[config.mk]
export PLATFORM = sky130hd
export DESIGN_NAME = radix_ascii_converter
export DESIGN_NICKNAME = d
export VERILOG_FILES = /design/src/design/rac_pkg.sv /design/src/design/radix_ascii_converter.sv
export SDC_FILE = /design/constraint.sdc
export NUM_CORES = 1
export LEC_CHECK = 0
export BUFFER_PORTS_ARGS = -buffer_cell sky130_fd_sc_hd__buf_4
export CORE_ASPECT_RATIO = 0.9
export CORE_MARGIN = 10
export CORE_UTILIZATION = 55
export DETAILED_ROUTE_END_ITERATION = 7
export PLACE_DENSITY = 0.78
export SLEW_MARGIN = 40
export SYNTH_ARGS = -nofsm -noshare
export SYNTH_HDL_FRONTEND = slang
export SYNTH_SLANG_ARGS = --single-unit
[constraint.sdc]
create_clock -name i_clk -period 6.8 [get_ports i_clk]
set_clock_uncertainty 0.1 [all_clocks]
set_input_delay 1.7 -clock i_clk [delete_from_list [all_inputs] [get_ports i_clk]]
set_output_delay 1.7 -clock i_clk [all_outputs]
set_load 0.1 [all_outputs]
[src/design/rac_pkg.sv]
// Package for the radix ASCII converter: widths, stream packing, state codes
// and the digit-to-character mapping. No dependencies.
package rac_pkg;

    // Input field widths as they sit in the slave tdata.
    localparam int VALUE_W    = 64;
    localparam int RADIX_W    = 6;
    localparam int S_TDATA_W  = ((VALUE_W + RADIX_W + 7) / 8) * 8;

    // Number of low value bits that are converted (8 to 64).
    localparam int VALUE_BITS = 64;

    // Base 2 gives the most digits: one per value bit.
    localparam int MAX_DIGITS = VALUE_BITS;
    localparam int STEP_W     = $clog2(VALUE_BITS);
    localparam int IDX_W      = $clog2(MAX_DIGITS);
    localparam int CNT_W      = $clog2(MAX_DIGITS + 1);

    // Output character and master tdata width.
    localparam int CHAR_W     = 7;
    localparam int M_TDATA_W  = ((CHAR_W + 7) / 8) * 8;

    // Legal radix range and character constants.
    localparam int RADIX_MIN  = 2;
    localparam int RADIX_MAX  = 36;
    localparam int DEC_BASE   = 10;
    localparam logic [CHAR_W-1:0] ASCII_ZERO = 7'h30;
    localparam logic [CHAR_W-1:0] ASCII_A    = 7'h41;

    // Controller states.
    typedef enum logic [1:0] {
        ST_IDLE,
        ST_DIV,
        ST_READ,
        ST_SEND
    } t_state;

    // Map a digit value 0..35 onto '0'..'9', 'A'..'Z'.
    function automatic logic [CHAR_W-1:0] digit_to_ascii(input logic [RADIX_W-1:0] d);
        logic [CHAR_W-1:0] d_ext;
        d_ext = CHAR_W'(d);
        if (d < RADIX_W'(DEC_BASE)) begin
            return ASCII_ZERO + d_ext;
        end
        return ASCII_A + d_ext - CHAR_W'(DEC_BASE);
    endfunction

endpackage

[src/design/radix_ascii_converter.sv]
// Radix ASCII converter: a bit-serial restoring divider, a digit scratch memory
// and a stream output stage. Uses rac_pkg.
// Each digit takes a pass of the shift-subtract divider over all VALUE_BITS
// value bits; every character is then read back (ST_READ) and sent (ST_SEND),
// where output stalls can hold it. Worst case is base 2 with 64 digits; a bad
// radix gives its single result in the cycle after the request is taken.
// One request is in flight at a time. Synchronous active-low reset returns the
// controller to idle; the scratch memory holds no reset value.
module radix_ascii_converter (
    input  logic                           i_clk,
    input  logic                           i_rst_n,
    // Slave side. tdata: value [63:0], radix [69:64], zero pad [71:70].
    input  logic                           s_axis_tvalid,
    output logic                           s_axis_tready,
    input  logic [rac_pkg::S_TDATA_W-1:0]  s_axis_tdata,
    // Master side. tdata: digit_char [6:0], zero pad [7]. tuser: bad_radix.
    output logic                           m_axis_tvalid,
    input  logic                           m_axis_tready,
    output logic [rac_pkg::M_TDATA_W-1:0]  m_axis_tdata,
    output logic                           m_axis_tlast,
    output logic                           m_axis_tuser
);

    // Controller state and counters.
    rac_pkg::t_state                  r_state;
    rac_pkg::t_state                  n_state;
    logic [rac_pkg::CNT_W-1:0]        r_cnt;
    logic                             r_bad;

    // Divider datapath.
    logic [rac_pkg::VALUE_BITS-1:0]   r_num;
    logic [rac_pkg::RADIX_W-1:0]      r_rem;
    logic [rac_pkg::RADIX_W-1:0]      r_radix;
    logic [rac_pkg::STEP_W-1:0]       r_step;
    logic                             r_qnz;

    // Scratch memory and its registered read port.
    logic [rac_pkg::CHAR_W-1:0]       r_scratch [rac_pkg::MAX_DIGITS];
    logic [rac_pkg::CHAR_W-1:0]       r_rd_data;

    logic                             in_acc;
    logic                             out_acc;
    logic [rac_pkg::RADIX_W-1:0]      in_radix;
    logic                             in_bad;
    logic [rac_pkg::RADIX_W:0]        rem_shift;
    logic [rac_pkg::RADIX_W:0]        rem_diff;
    logic                             qbit;
    logic [rac_pkg::RADIX_W-1:0]      n_rem;
    logic [rac_pkg::VALUE_BITS-1:0]   n_num;
    logic                             last_step;
    logic                             more;
    logic [rac_pkg::CNT_W-1:0]        cnt_dec;
    logic                             last_char;

    assign in_acc   = s_axis_tvalid & s_axis_tready;
    assign out_acc  = m_axis_tvalid & m_axis_tready;
    assign in_radix = s_axis_tdata[rac_pkg::VALUE_W +: rac_pkg::RADIX_W];
    assign in_bad   = (in_radix < rac_pkg::RADIX_W'(rac_pkg::RADIX_MIN)) ||
                      (in_radix > rac_pkg::RADIX_W'(rac_pkg::RADIX_MAX));

    // One restoring division step: bring down the next dividend bit and
    // subtract the radix when it fits. Quotient bits shift in at the bottom.
    assign rem_shift = {r_rem, r_num[rac_pkg::VALUE_BITS-1]};
    assign qbit      = rem_shift >= {1'b0, r_radix};
    assign rem_diff  = rem_shift - {1'b0, r_radix};
    assign n_rem     = qbit ? rem_diff[rac_pkg::RADIX_W-1:0]
                            : rem_shift[rac_pkg::RADIX_W-1:0];
    assign n_num     = {r_num[rac_pkg::VALUE_BITS-2:0], qbit};
    assign last_step = (r_step == rac_pkg::STEP_W'(rac_pkg::VALUE_BITS - 1));
    assign more      = r_qnz | qbit;

    assign cnt_dec   = r_cnt - rac_pkg::CNT_W'(1);
    assign last_char = (r_cnt == rac_pkg::CNT_W'(1));

    // Next state.
    always_comb begin
        n_state = r_state;
        unique case (r_state)
            rac_pkg::ST_IDLE: begin
                if (in_acc) begin
                    n_state = in_bad ? rac_pkg::ST_SEND : rac_pkg::ST_DIV;
                end
            end
            rac_pkg::ST_DIV: begin
                if (last_step) begin
                    n_state = more ? rac_pkg::ST_DIV : rac_pkg::ST_READ;
                end
            end
            rac_pkg::ST_READ: begin
                n_state = rac_pkg::ST_SEND;
            end
            rac_pkg::ST_SEND: begin
                if (out_acc) begin
                    n_state = last_char ? rac_pkg::ST_IDLE : rac_pkg::ST_READ;
                end
            end
            default: begin
                n_state = rac_pkg::ST_IDLE;
            end
        endcase
    end

    // Handshake outputs.
    always_comb begin
        s_axis_tready = 1'b0;
        m_axis_tvalid = 1'b0;
        unique case (r_state)
            rac_pkg::ST_IDLE: s_axis_tready = 1'b1;
            rac_pkg::ST_SEND: m_axis_tvalid = 1'b1;
            default: begin
                s_axis_tready = 1'b0;
                m_axis_tvalid = 1'b0;
            end
        endcase
    end

    // The error result carries a zero character.
    assign m_axis_tdata = rac_pkg::M_TDATA_W'(r_bad ? '0 : r_rd_data);
    assign m_axis_tlast = last_char;
    assign m_axis_tuser = r_bad;

    // Control registers.
    always_ff @(posedge i_clk) begin
        if (!i_rst_n) begin
            r_state <= rac_pkg::ST_IDLE;
            r_cnt   <= '0;
            r_bad   <= 1'b0;
        end else begin
            r_state <= n_state;
            if (in_acc) begin
                r_bad <= in_bad;
                r_cnt <= in_bad ? rac_pkg::CNT_W'(1) : '0;
            end else if (r_state == rac_pkg::ST_DIV && last_step) begin
                r_cnt <= r_cnt + rac_pkg::CNT_W'(1);
            end else if (out_acc) begin
                r_cnt <= cnt_dec;
            end
        end
    end

    // Divider registers. After the last step r_num holds the quotient, which
    // becomes the dividend of the next digit.
    always_ff @(posedge i_clk) begin
        if (in_acc) begin
            r_num   <= s_axis_tdata[rac_pkg::VALUE_BITS-1:0];
            r_radix <= in_radix;
            r_rem   <= '0;
            r_step  <= '0;
            r_qnz   <= 1'b0;
        end else if (r_state == rac_pkg::ST_DIV) begin
            r_num <= n_num;
            if (last_step) begin
                r_rem  <= '0;
                r_step <= '0;
                r_qnz  <= 1'b0;
            end else begin
                r_rem  <= n_rem;
                r_step <= r_step + rac_pkg::STEP_W'(1);
                r_qnz  <= more;
            end
        end
    end

    // Scratch memory: digits are written least significant first and read
    // back from the top down.
    always_ff @(posedge i_clk) begin
        if (r_state == rac_pkg::ST_DIV && last_step) begin
            r_scratch[r_cnt[rac_pkg::IDX_W-1:0]] <= rac_pkg::digit_to_ascii(n_rem);
        end
        if (r_state == rac_pkg::ST_READ) begin
            r_rd_data <= r_scratch[cnt_dec[rac_pkg::IDX_W-1:0]];
        end
    end

`ifndef ASSERT_OFF
    // The error result is a single, final, zero character.
    a_bad_single: assert property (@(posedge i_clk) disable iff (!i_rst_n)
        (m_axis_tvalid && m_axis_tuser) |-> (m_axis_tlast && m_axis_tdata == '0))
        else $error("bad radix result is not a single zero character");

    // The partial remainder stays below the radix while dividing.
    a_rem_range: assert property (@(posedge i_clk) disable iff (!i_rst_n)
        (r_state == rac_pkg::ST_DIV) |-> (r_rem < r_radix))
        else $error("divider remainder out of range");

    // The digit count never exceeds the scratch depth.
    a_cnt_range: assert property (@(posedge i_clk) disable iff (!i_rst_n)
        r_cnt <= rac_pkg::CNT_W'(rac_pkg::MAX_DIGITS))
        else $error("digit count overflow");

    // A new request is never taken while a result is offered.
    a_one_request: assert property (@(posedge i_clk) disable iff (!i_rst_n)
        !(s_axis_tready && m_axis_tvalid))
        else $error("request accepted during output");
`endif

endmodule

==> summary.md, run 1 <==
| Metric | Value |
|---|---|
| Clock transition at the register clock pins on the worst setup and hold paths after CTS | 0.06 ns |
| Share of Yosys cell area claimed by the top area cell type | 0.708 |
| Post-route fraction of the period consumed by the critical path | 0.740 |
| Total buffers and inverters traversed by the critical path | 4 |
| Drt initial violations | 1,457 |
| Number of core rows | 69 |
| Data required time at the worst endpoint | 7.02 ns |
| VDD IR max | 1.15 mV |
| CTS H-Tree Depth | 2 |
| Most common cell after layout, fill and taps aside | edfxtp_1 |
| Count of synthesis-stage warnings from yosys | 0 |
| Final hold vios | 0 |
| Worst setup slack after layout | 1.77 ns |
| Leading post-synthesis cells by cell area | edfxtp_1 71%, mux4_2 15%, nand2_1 3.7% |
| Switching fraction of total power | 0.327 |
| Area growth from synthesis to layout | 13.8% |
| Global-route wire length before repair | about 74 mm |
| Post-detailed-route wirelength per cell | 25.7 um |
| Clk sinks | 548 |
| Number of synthesized flops with an enable pin | 525 |
| Register bit count reported by yosys | 548 |
| Number of cells produced by synthesis | 1,253 |
| Cell internal pwr | 8.44 mW |
| Data arrival, critical path | 5.26 ns |
| IO Count | 88 |
| CP startpoint kind | register |
| Unique masters post-synth | 61 |
| Global router's overall resource usage | 0.202 |
| Post-Route Setup TNS | 0 ns |
| Pre-Repair DR Iteration Count | 7 |
| Die width | roughly 230 um |
| Cell type with the highest aggregate area in the netlist | edfxtp_1 |
| Total of cells resized after clock tree synthesis | 0 |
| Grt ovf | 0 |
| Max Transition Viols Final | 0 |
| Commonest cells after routing, fill and taps aside | 525 x edfxtp_1, 221 x nand2_1, 147 x mux4_2, 101 x buf_4, 90 x nor2_1 |
| Clock root buffer | clkbuf_16 |
| Routability-driven placement congestion ratio | 0.819 |
| Reported leakage power | 8.41 nW |
| Critical register-to-register path endpoint | r_scratch[3][4] |
| Endpoint of the worst hold path | r_qnz |
| Path class of the lowest-slack min-delay path | register to register |
| Number of global-route vias before repair | 11,900 |
| Critical-path cell list | inv_1 -> ha_1 -> and4b_1 -> o21ai_1 -> o21ai_2 -> mux2i_1 -> ha_1 -> nand2_1 -> nor3_1 -> o211ai_1 -> o31a_1 -> nand3b_1 -> nor2b_1 -> o22ai_4 -> buf_8 -> buf_8 -> buf_4 |
| Asr flop ratio synth | 0 |
| Slew Limit Headroom | 0.413 |
| Worst-case clock buffer depth | 3 |
| Proportion of power drawn by flip-flops and latches | 0.461 |
| Result of the run | finished clean |
| Crit Path Max Fanout | 21 |
| Largest stage delay on the critical path | between 0.7 and 0.8 ns |
| Place WS | 2.01 ns |
| Average size of a mapped cell | 17.8 um^2 |
| Synth Net Count | around 1,300 |
| Effective utilization at floorplan | 0.561 |
| Fraction of power consumed by the clock network | 0.231 |
| Hold-fix buffer count after cts | 0 |
| P_sw | 4.10 mW |
| Power density of the placed cells | 495 mW/mm^2 |
| Fin nets | 1,441 |
| Pin slew with the least headroom to its limit | between 0.8 and 0.9 ns |
| Slowest-stage cell, CP | mux2i_1 |
| Type of the worst setup path | register to register |
| WHS Path Cells | 2 |
| Area of the mapped netlist | 0.0223 mm^2 |
| Final Routed Wirelength | just under 50 mm |
| Pin count of the biggest net entering global routing | 77 |
| Buffer count from post-CTS setup fixing | 0 |
| Total Die Area | 0.0490 mm^2 |
| Achievable Freq | 0.199 GHz |
| Worst-Skew Late Latency | roughly 0.59 ns |
| Number of I/O port buffers | 84 |
| Largest delay contributor family on the critical path | compound AO/OA/AOI/OAI gates |
| Core footprint | 0.0397 mm^2 |
| Antenna-violating nets left | 0 |
| Synth Flop Type | edfxtp_1 |
| Worst hold path startpoint | r_qnz |
| RSZ-0062 raised after global routing | no |
| Initial antenna violation count | 0 |
| Sequential share of the synthesized area | 0.729 |
| Launch instance of the worst register-to-register path | r_radix[5] |
| Setup violation total in the final timing report | 0 |
| DRC Markers | 0 |
| Final HPWL DP | between 30 and 40 mm |
| Depth of the most critical reg-to-reg path | 17 |
| Chip height | 211 um |
| Internal reg-to-reg setup slack | 1.77 ns |
| Number of buffers created by CTS | between 50 and 60 |
| Tmin final | 5.03 ns |
| CP Capture Type | register |
| Util after Layout | 0.638 |
| Average vias per placed instance | between 6 and 7 |
| Layout cells sized above 1 | 0.252 |
| Reported max-cap violation count | 0 |
| Antenna diode instance count | 0 |
| Combinational share of power | 0.308 |
| Total via count in the routed design | 11,800 |
| CTS tree | built |
## power by group through the flow
stage,clock (mW),combinational [mW],sequential (mW)
6_report,2.90,3.86,5.78
5_1_grt,3.06,4.16,5.80
4_1_cts,2.93,3.89,5.78
3_5_place_dp,0,3.86,5.85
3_3_place_gp,0,3.43,5.89
2_1_floorplan,0,2.00,5.94
## final cells by class
class	instances	area (um^2)
sequential	548	16200
clock inverter	22	290
fill	2686	14400
tap	532	666
timing repair buffer	108	878
multi-input combinational	623	5840
clock buffer	67	1370
inverter	19	71.3
## routing by layer
metal / track usage / up-vias / share of wire
li1: - / 5072 / -
met1: 0.279 / 6088 / 0.39
met2: 0.331 / 521 / 0.51
met3: 0.0391 / 69 / 0.081
met4: 0.0473 / 0 / 0.019
met5: 0 / - / 0
## flip-flops by register name, indices dropped and copies added (netlist names)
| name | flops |
|---|---|
| r_num | 64 |
| r_rem | 6 |
| r_scratch | 448 |
| r_qnz | 1 |
| r_rd_data | 7 |
| r_step | 6 |
| m_axis_tuser | 1 |
| r_radix | 6 |
| r_cnt | 7 |
| r_state | 2 |
## worst max-delay path by stage
stage                     from  cells after the start                to  slack (ns)
CTS                 r_radix[5]                     17   r_scratch[3][4]        1.85
global placement    r_radix[5]                     15  r_scratch[21][2]        1.60
floorplan            r_num[63]                     16   r_scratch[0][3]        0.52
global route        r_radix[5]                     17   r_scratch[2][4]        1.48
detailed placement  r_radix[5]                     17   r_scratch[1][4]        2.01
finish              r_radix[5]                     17   r_scratch[3][4]        1.77
## stage by stage
| stage | total power, mW | cell area, um^2 | hold slack [ns] | std cells |
|---|---|---|---|---|
| 3_5_place_dp | 9.71 | 23700 | 0.384 | 1830 |
| 5_1_grt | 13.0 | 25300 | 0.420 | 1919 |
| 6_report | 12.5 | 25300 | 0.399 | 1919 |
| 2_1_floorplan | 7.93 | 22300 | 0.349 | 1253 |
| 3_3_place_gp | 9.32 | 23500 | 0.361 | 1824 |
| 4_1_cts | 12.6 | 25300 | 0.392 | 1919 |
## worst reg2reg max path: cells and delay by family (launching register included)
family                   cells  cell delay [ns]
AO/OA/AOI/OAI                5             1.18
AND/OR/NAND/NOR              5             1.03
adder cells (fa/ha/maj)      2             0.75
multiplexers                 1             0.72
buffers and inverters        4             0.67
flip-flops                   1             0.33
## Yosys cell counts (2+ instances only)
cell type / count
nor2b_1: 15
xor2_1: 6
nand2b_1: 5
dfxtp_1: 23
a21oi_1: 11
nand4b_1: 3
o21ai_0: 21
or3_1: 6
mux2i_1: 3
and3b_1: 2
a22oi_1: 4
and3_1: 3
a21boi_0: 4
buf_2: 16
nand3b_1: 3
inv_1: 18
o211ai_1: 2
edfxtp_1: 525
buf_1: 4
nand3_1: 10
a21o_1: 3
nand2_1: 222
nor3b_1: 2
buf_6: 3
o21ai_1: 2
nor3_1: 5
clkbuf_1: 39
nand4_1: 4
nor2_1: 91
o22ai_1: 2
xnor2_1: 6
ha_1: 13
mux2_2: 3
mux4_2: 147
## kinds of logic after synthesis
logic type	after synthesis	synth area share
flip-flops	548	0.729
AND/OR/NAND/NOR	376	0.0707
multiplexers	153	0.152
buffers and inverters	82	0.0159
AO/OA/AOI/OAI	66	0.0194
adder cells (fa/ha/maj)	14	0.00820
XOR/XNOR	13	0.00545
other	1	0.000168
Note: power is estimated with default switching activity, not from simulation.
==> run 2: changes to the inputs <==
clock period = 4.7 ns   (was 6.8 ns; I/O delays follow)
==> run 2 against run 1 <==
Compared with the run above:
- core utilization is 0.35 points higher
- hold slack better by 0.0091 ns
- final area is 0.55% higher
- clock-buffer cell count is 6 lower
- die area stayed put
- combinational power is 44% higher
- critical path depth is 2 lower
- via count is 1.5% lower
- sequential power is 45% higher
- power is 45% higher
- sequential share of layout area is 0.35 points lower
- register-to-register slack worse by 1.3 ns
- largest cell class unchanged
- largest power group unchanged
==> summary.md, run 2 (synthesis results as in run 1) <==
| Metric | Value |
|---|---|
| Antenna-violating nets left | 0 (unchanged) |
| Grt ovf | 0 (unchanged) |
| Number of buffers created by CTS | 52 (was 51) |
| Post-route fraction of the period consumed by the critical path | 0.893 (was 0.740) |
| Number of fill cells | 2,638 (was 2,686) |
| Total of cells resized after clock tree synthesis | 0 (unchanged) |
| Crit Path Max Fanout | 64 (was 21) |
| Antenna diode instance count | 0 (unchanged) |
| Power density of the placed cells | 714 mW/mm^2 (was 495 mW/mm^2) |
| Routability-driven placement congestion ratio | 0.819 (about the same) |
| Initial antenna violation count | 1 (was 0) |
| Post-Route Setup TNS | 0 ns (unchanged) |
| Max reg flops | 448 (unchanged) |
| CTS tree | built (unchanged) |
| Average vias per placed instance | 6.00 (was 6.12) |
| Clk sinks | 548 (unchanged) |
| Fin nets | 1,445 (was 1,441) |
| Total Die Area | 0.0490 mm^2 (unchanged) |
| Final HPWL DP | 29.2 mm (was 30.3 mm) |
| Number of I/O port buffers | 84 (unchanged) |
| Result of the run | finished clean (unchanged) |
| Worst-Skew Late Latency | 0.59 ns (about the same) |
| Pin slew with the least headroom to its limit | 0.886 ns (was 0.879 ns) |
| Path class of the lowest-slack min-delay path | register to register (unchanged) |
| Area taken by multi-input logic gates | 0.00583 mm^2 (was 0.00584 mm^2) |
| Setup violation total in the final timing report | 0 (unchanged) |
| Worst-case clock buffer depth | 3 (unchanged) |
| Effective utilization at floorplan | 0.561 (unchanged) |
| Max Transition Viols Final | 0 (unchanged) |
| Pin count of the biggest net entering global routing | 77 (unchanged) |
| Data arrival, critical path | 4.40 ns (was 5.26 ns) |
| Pre-Repair DR Iteration Count | 5 (was 7) |
| Final Routed Wirelength | 47.3 mm (was 49.2 mm) |
| Core footprint | 0.0397 mm^2 (unchanged) |
| CTS H-Tree Depth | 2 (unchanged) |
| Number of core rows | 69 (unchanged) |
| Reported leakage power | 8.48 nW (was 8.41 nW) |
| Area growth from synthesis to layout | 14.4% (was 13.8%) |
| Clock transition at the register clock pins on the worst setup and hold paths after CTS | 0.06 ns (about the same) |
| Global router's overall resource usage | 0.193 (was 0.202) |
| CP startpoint kind | register (unchanged) |
| Post-detailed-route wirelength per cell | 24.5 um (was 25.7 um) |
| Dpl cells | 1,833 (was 1,830) |
| Total via count in the routed design | 11,600 (was 11,800) |
| Total design power | 18.2 mW (was 12.5 mW) |
| IO Count | 88 (unchanged) |
| Data required time at the worst endpoint | 4.90 ns (was 7.02 ns) |
| Number of global-route vias before repair | 11,600 (was 11,900) |
| Most common cell after layout, fill and taps aside | edfxtp_1 (unchanged) |
| DRC Markers | 0 (unchanged) |
| Buffer count from post-CTS setup fixing | 0 (unchanged) |
| Drt initial violations | 1,385 (was 1,457) |
| Register area | 0.0162 mm^2 (unchanged) |
| VDD IR max | 1.83 mV (was 1.15 mV) |
| Hold-fix buffer count after cts | 0 (unchanged) |
| Chip height | 211 um (unchanged) |
| Die width | 232 um (unchanged) |
| Slew Limit Headroom | 0.408 (was 0.413) |
| Util after Layout | 0.642 (was 0.638) |
| RSZ-0062 raised after global routing | no (unchanged) |
| Global-route wire length before repair | 70.9 mm (was 74.4 mm) |
| CP Capture Type | register (unchanged) |
| Non-filler cells, final | 1,930 (was 1,919) |
| Layout cells sized above 1 | 0.253 (was 0.252) |
| Type of the worst setup path | register to register (unchanged) |
| Commonest cells after routing, fill and taps aside | 525 x edfxtp_1, 221 x nand2_1, 147 x mux4_2, 103 x buf_4, 90 x nor2_1 (was 525 x edfxtp_1, 221 x nand2_1, 147 x mux4_2, 101 x buf_4, 90 x nor2_1) |
| Achievable Freq | 0.238 GHz (was 0.199 GHz) |
| Clock root buffer | clkbuf_16 (unchanged) |
| Reported max-cap violation count | 0 (unchanged) |
| Tmin final | 4.20 ns (was 5.03 ns) |
| Final hold vios | 0 (unchanged) |
run 2: cell types whose count changed in the layout (fill, tap and decap cells not counted), moves of 3 or more:
cell	before	now
buf_16	0	3
buf_8	4	0
clkbuf_1	14	8
clkinv_1	5	15
clkinv_4	0	3
run 2: critical path, cell delays in order, from the launching register on:
cell and delay, ns:
dfxtp_1 0.35, ha_1 0.41, o21ai_0 0.15, a21oi_1 0.29
o311ai_0 0.18, mux2_2 0.32, inv_1 0.15, ha_1 0.24
nand2_1 0.07, nor3_1 0.15, o211ai_1 0.12, o31a_1 0.17
nand3b_1 0.25, nand2_1 0.15, a221oi_4 0.23, buf_4 0.51
run 2: metrics by stage:
stage | worst slack [ns] | hold WS (ns) | area, um^2
finish | 0.503 | 0.408 | 25500
floorplan | -0.311 | 0.349 | 22300
global route | 0.237 | 0.434 | 25500
global placement | 0.387 | 0.361 | 23600
CTS | 0.570 | 0.407 | 25500
detailed placement | 0.623 | 0.376 | 23700
run 2: worst paths after layout:
| check | startpoint | endpoint | slack [ns] | depth (start not counted) |
|---|---|---|---|---|
| min | r_step[5] | r_step[5] | 0.41 | 2 |
| min reg2reg | r_step[5] | r_step[5] | 0.41 | 2 |
| max | r_rem[1] | r_scratch[16][3] | 0.50 | 15 |
| max reg2reg | r_rem[1] | r_scratch[16][3] | 0.50 | 15 |
run 2: where the power goes:
| group | switching [mW] | internal (mW) |
|---|---|---|
| registers | 0.117 | 8.26 |
| clock network | 1.76 | 2.50 |
| logic | 3.95 | 1.62 |
| total | 5.82 | 12.4 |
run 2: per-layer routing:
metal / GRT usage / routed length [um]
met5: 0.00302 / 13
met4: 0.0597 / 966
met3: 0.0466 / 3630
met1: 0.260 / 19100
met2: 0.309 / 23600
run 2: final cells by class:
cell class / count / share of cell area
clock buffers: 61 / 0.0532
clock inverters: 36 / 0.0149
inverters: 19 / 0.00280
multi-input cells: 623 / 0.229
flip-flops and latches: 548 / 0.637
well taps: 532 / 0.0261
repair buffers: 111 / 0.0375
==> run 3: changes to the inputs <==
PLACE_DENSITY = 0.81   (was 0.78)
clock period = 3.7 ns   (was 4.7 ns; I/O delays follow)
==> run 3 against run 2 <==
Compared with the run above:
- die area unchanged
- wire length up 13%
- register-to-register slack worse by 0.48 ns
- maximum frequency up 14%
- clock power up 28%
- largest power group unchanged
==> summary.md, run 3 (synthesis results as in run 1) <==
| Metric | Value |
|---|---|
| Die width | 232 um (unchanged) |
| CTS H-Tree Depth | 2 (unchanged) |
| Layout cells sized above 1 | 0.297 (was 0.253) |
| Slew Limit Headroom | 0.439 (was 0.408) |
| Number of fill cells | 2,522 (was 2,638) |
| Place WS | -0.0197 ns (was 0.623 ns) |
| Drt initial violations | 1,783 (was 1,385) |
| CP startpoint kind | register (unchanged) |
| Total via count in the routed design | 12,400 (was 11,600) |
| CTS tree | built (unchanged) |
| Effective utilization at floorplan | 0.561 (unchanged) |
| Launch instance of the worst register-to-register path | r_num[63] (was r_rem[1]) |
| Clock transition at the register clock pins on the worst setup and hold paths after CTS | 0.06 ns (about the same) |
| Post-Route Setup TNS | 0 ns (unchanged) |
| Clock root buffer | clkbuf_16 (unchanged) |
| Number of I/O port buffers | 84 (unchanged) |
| Most common cell after layout, fill and taps aside | edfxtp_1 (unchanged) |
| Result of the run | finished clean (unchanged) |
| Worst setup slack after layout | 0.0227 ns (was 0.503 ns) |
| Final Routed Wirelength | 53.4 mm (was 47.3 mm) |
| Number of core rows | 69 (unchanged) |
| Max Transition Viols Final | 0 (unchanged) |
| Data required time at the worst endpoint | 4.05 ns (was 4.90 ns) |
| Final HPWL DP | 31.0 mm (was 29.2 mm) |
| Data arrival, critical path | 4.03 ns (was 4.40 ns) |
| Type of the worst setup path | register to register (unchanged) |
| Global-route wire length before repair | 77.9 mm (was 70.9 mm) |
| VDD IR max | 1.28 mV (was 1.83 mV) |
| Area growth from synthesis to layout | 17.3% (was 14.4%) |
| Routability-driven placement congestion ratio | 0.873 (was 0.819) |
| Chip height | 211 um (unchanged) |
| Core footprint | 0.0397 mm^2 (unchanged) |
| Power density of the placed cells | 957 mW/mm^2 (was 714 mW/mm^2) |
| Commonest cells after routing, fill and taps aside | 525 x edfxtp_1, 220 x nand2_1, 147 x mux4_2, 130 x buf_4, 82 x nor2_1 (was 525 x edfxtp_1, 221 x nand2_1, 147 x mux4_2, 103 x buf_4, 90 x nor2_1) |
| Max reg flops | 448 (unchanged) |
| Placement Cell Area | 0.0240 mm^2 (was 0.0237 mm^2) |
| Initial antenna violation count | 0 (was 1) |
| Final hold vios | 0 (unchanged) |
| Average vias per placed instance | 6.27 (was 6.00) |
| Worst-case clock buffer depth | 3 (unchanged) |
| Number of global-route vias before repair | 12,500 (was 11,600) |
| Fin nets | 1,489 (was 1,445) |
| Tmin final | 3.68 ns (was 4.20 ns) |
| Pin slew with the least headroom to its limit | 0.838 ns (was 0.886 ns) |
| CP Capture Type | register (unchanged) |
| Crit Path Max Fanout | 16 (was 64) |
| Worst hold path startpoint | r_step[1] (was r_step[5]) |
| Pin count of the biggest net entering global routing | 77 (unchanged) |
| Reported leakage power | 8.77 nW (was 8.48 nW) |
| Clk sinks | 548 (unchanged) |
| Worst slack on hold paths | 0.398 ns (was 0.408 ns) |
| Antenna diode instance count | 0 (unchanged) |
| Pre-Repair DR Iteration Count | 5 (unchanged) |
| Post-detailed-route wirelength per cell | 27.0 um (was 24.5 um) |
| Total Die Area | 0.0490 mm^2 (unchanged) |
| Worst-Skew Late Latency | 0.60 ns (was 0.59 ns) |
| Setup violation total in the final timing report | 0 (unchanged) |
| Global router's overall resource usage | 0.212 (was 0.193) |
| IO Count | 88 (unchanged) |
| Achievable Freq | 0.272 GHz (was 0.238 GHz) |
| Number of buffers created by CTS | 53 (was 52) |
| Post-route fraction of the period consumed by the critical path | 0.994 (was 0.893) |
| Reported max-cap violation count | 0 (unchanged) |
| Grt ovf | 0 (unchanged) |
| DRC Markers | 0 (unchanged) |
| Path class of the lowest-slack min-delay path | register to register (unchanged) |
| Area of all placed cells without fillers | 0.0261 mm^2 (was 0.0255 mm^2) |
| Antenna-violating nets left | 0 (unchanged) |
| Critical Path Source | r_num[63] (was r_rem[1]) |
run 3: changes by cell type in the layout (fill, tap and decap cells not counted), moves of 5 or more:
cell / delta
buf_4: +27
buf_12: +10
nor2_1: -8
nor2_2: +8
ha_1: -6
ha_4: +5
run 3: timing repair:
action                     4_1_cts  5_1_grt
gates cloned                     1        5
pin swaps                        3       10
setup endpoints to repair      138      436
resized for setup                7       18
hold buffers                     0        0
buffers inserted                 2        8
run 3: final timing paths:
path                       to  slack, ns  cells after the start
min reg2reg         r_step[1]       0.40                      2
max          r_scratch[37][3]       0.02                     18
max reg2reg  r_scratch[37][3]       0.02                     18
min                 r_step[1]       0.40                      2
run 3: layer usage:
| metal | routed length [um] | vias to the layer above | GRT usage |
|---|---|---|---|
| met5 | 0 | - | 0 |
| met4 | 1660 | 0 | 0.0736 |
| met3 | 5310 | 130 | 0.0430 |
| met2 | 26900 | 794 | 0.344 |
| met1 | 19600 | 6263 | 0.282 |
| li1 | - | 5193 | - |
run 3: power by group:
| part | leakage (nW) | internal (mW) | total (mW) | switching [mW] |
|---|---|---|---|---|
| combinational | 2.94 | 3.11 | 8.95 | 5.84 |
| sequential | 4.97 | 10.4 | 10.6 | 0.150 |
| clock | 0.861 | 3.15 | 5.45 | 2.30 |
run 3: critical path: stages, from the launching register on:
cell and delay [ns]:
edfxtp_1 0.42, inv_2 0.08, ha_1 0.14, inv_1 0.05, fa_2 0.35, a21o_1 0.20, a21oi_2 0.15, xnor2_1 0.16
mux2i_2 0.14, ha_4 0.20, nand2_1 0.08, nor3_2 0.04, o211ai_1 0.09, o31a_1 0.21, nand3b_1 0.23, buf_6 0.20
a221oi_4 0.30, buf_6 0.19, clkbuf_16 0.20
run 3: cell type report:
class                      count  area (um^2)  area share
tap                          532          666      0.0255
multi-input combinational    625         6010       0.230
clock inverter                36          337      0.0129
inverter                      19         71.3     0.00273
sequential                   548        16200       0.621
timing repair buffer         152         1400      0.0535
clock buffer                  63         1420      0.0542
run 3: through the flow:
| stage | utilization | cells | power [mW] |
|---|---|---|---|
| 6_report | 0.658 | 1975 | 25.0 |
| 3_5_place_dp | 0.605 | 1860 | 18.2 |
| 2_1_floorplan | - | 1253 | 14.8 |
| 5_1_grt | 0.658 | 1975 | 25.9 |
| 4_1_cts | 0.651 | 1962 | 24.0 |
| 3_3_place_gp | 0.605 | 1860 | 17.8 |
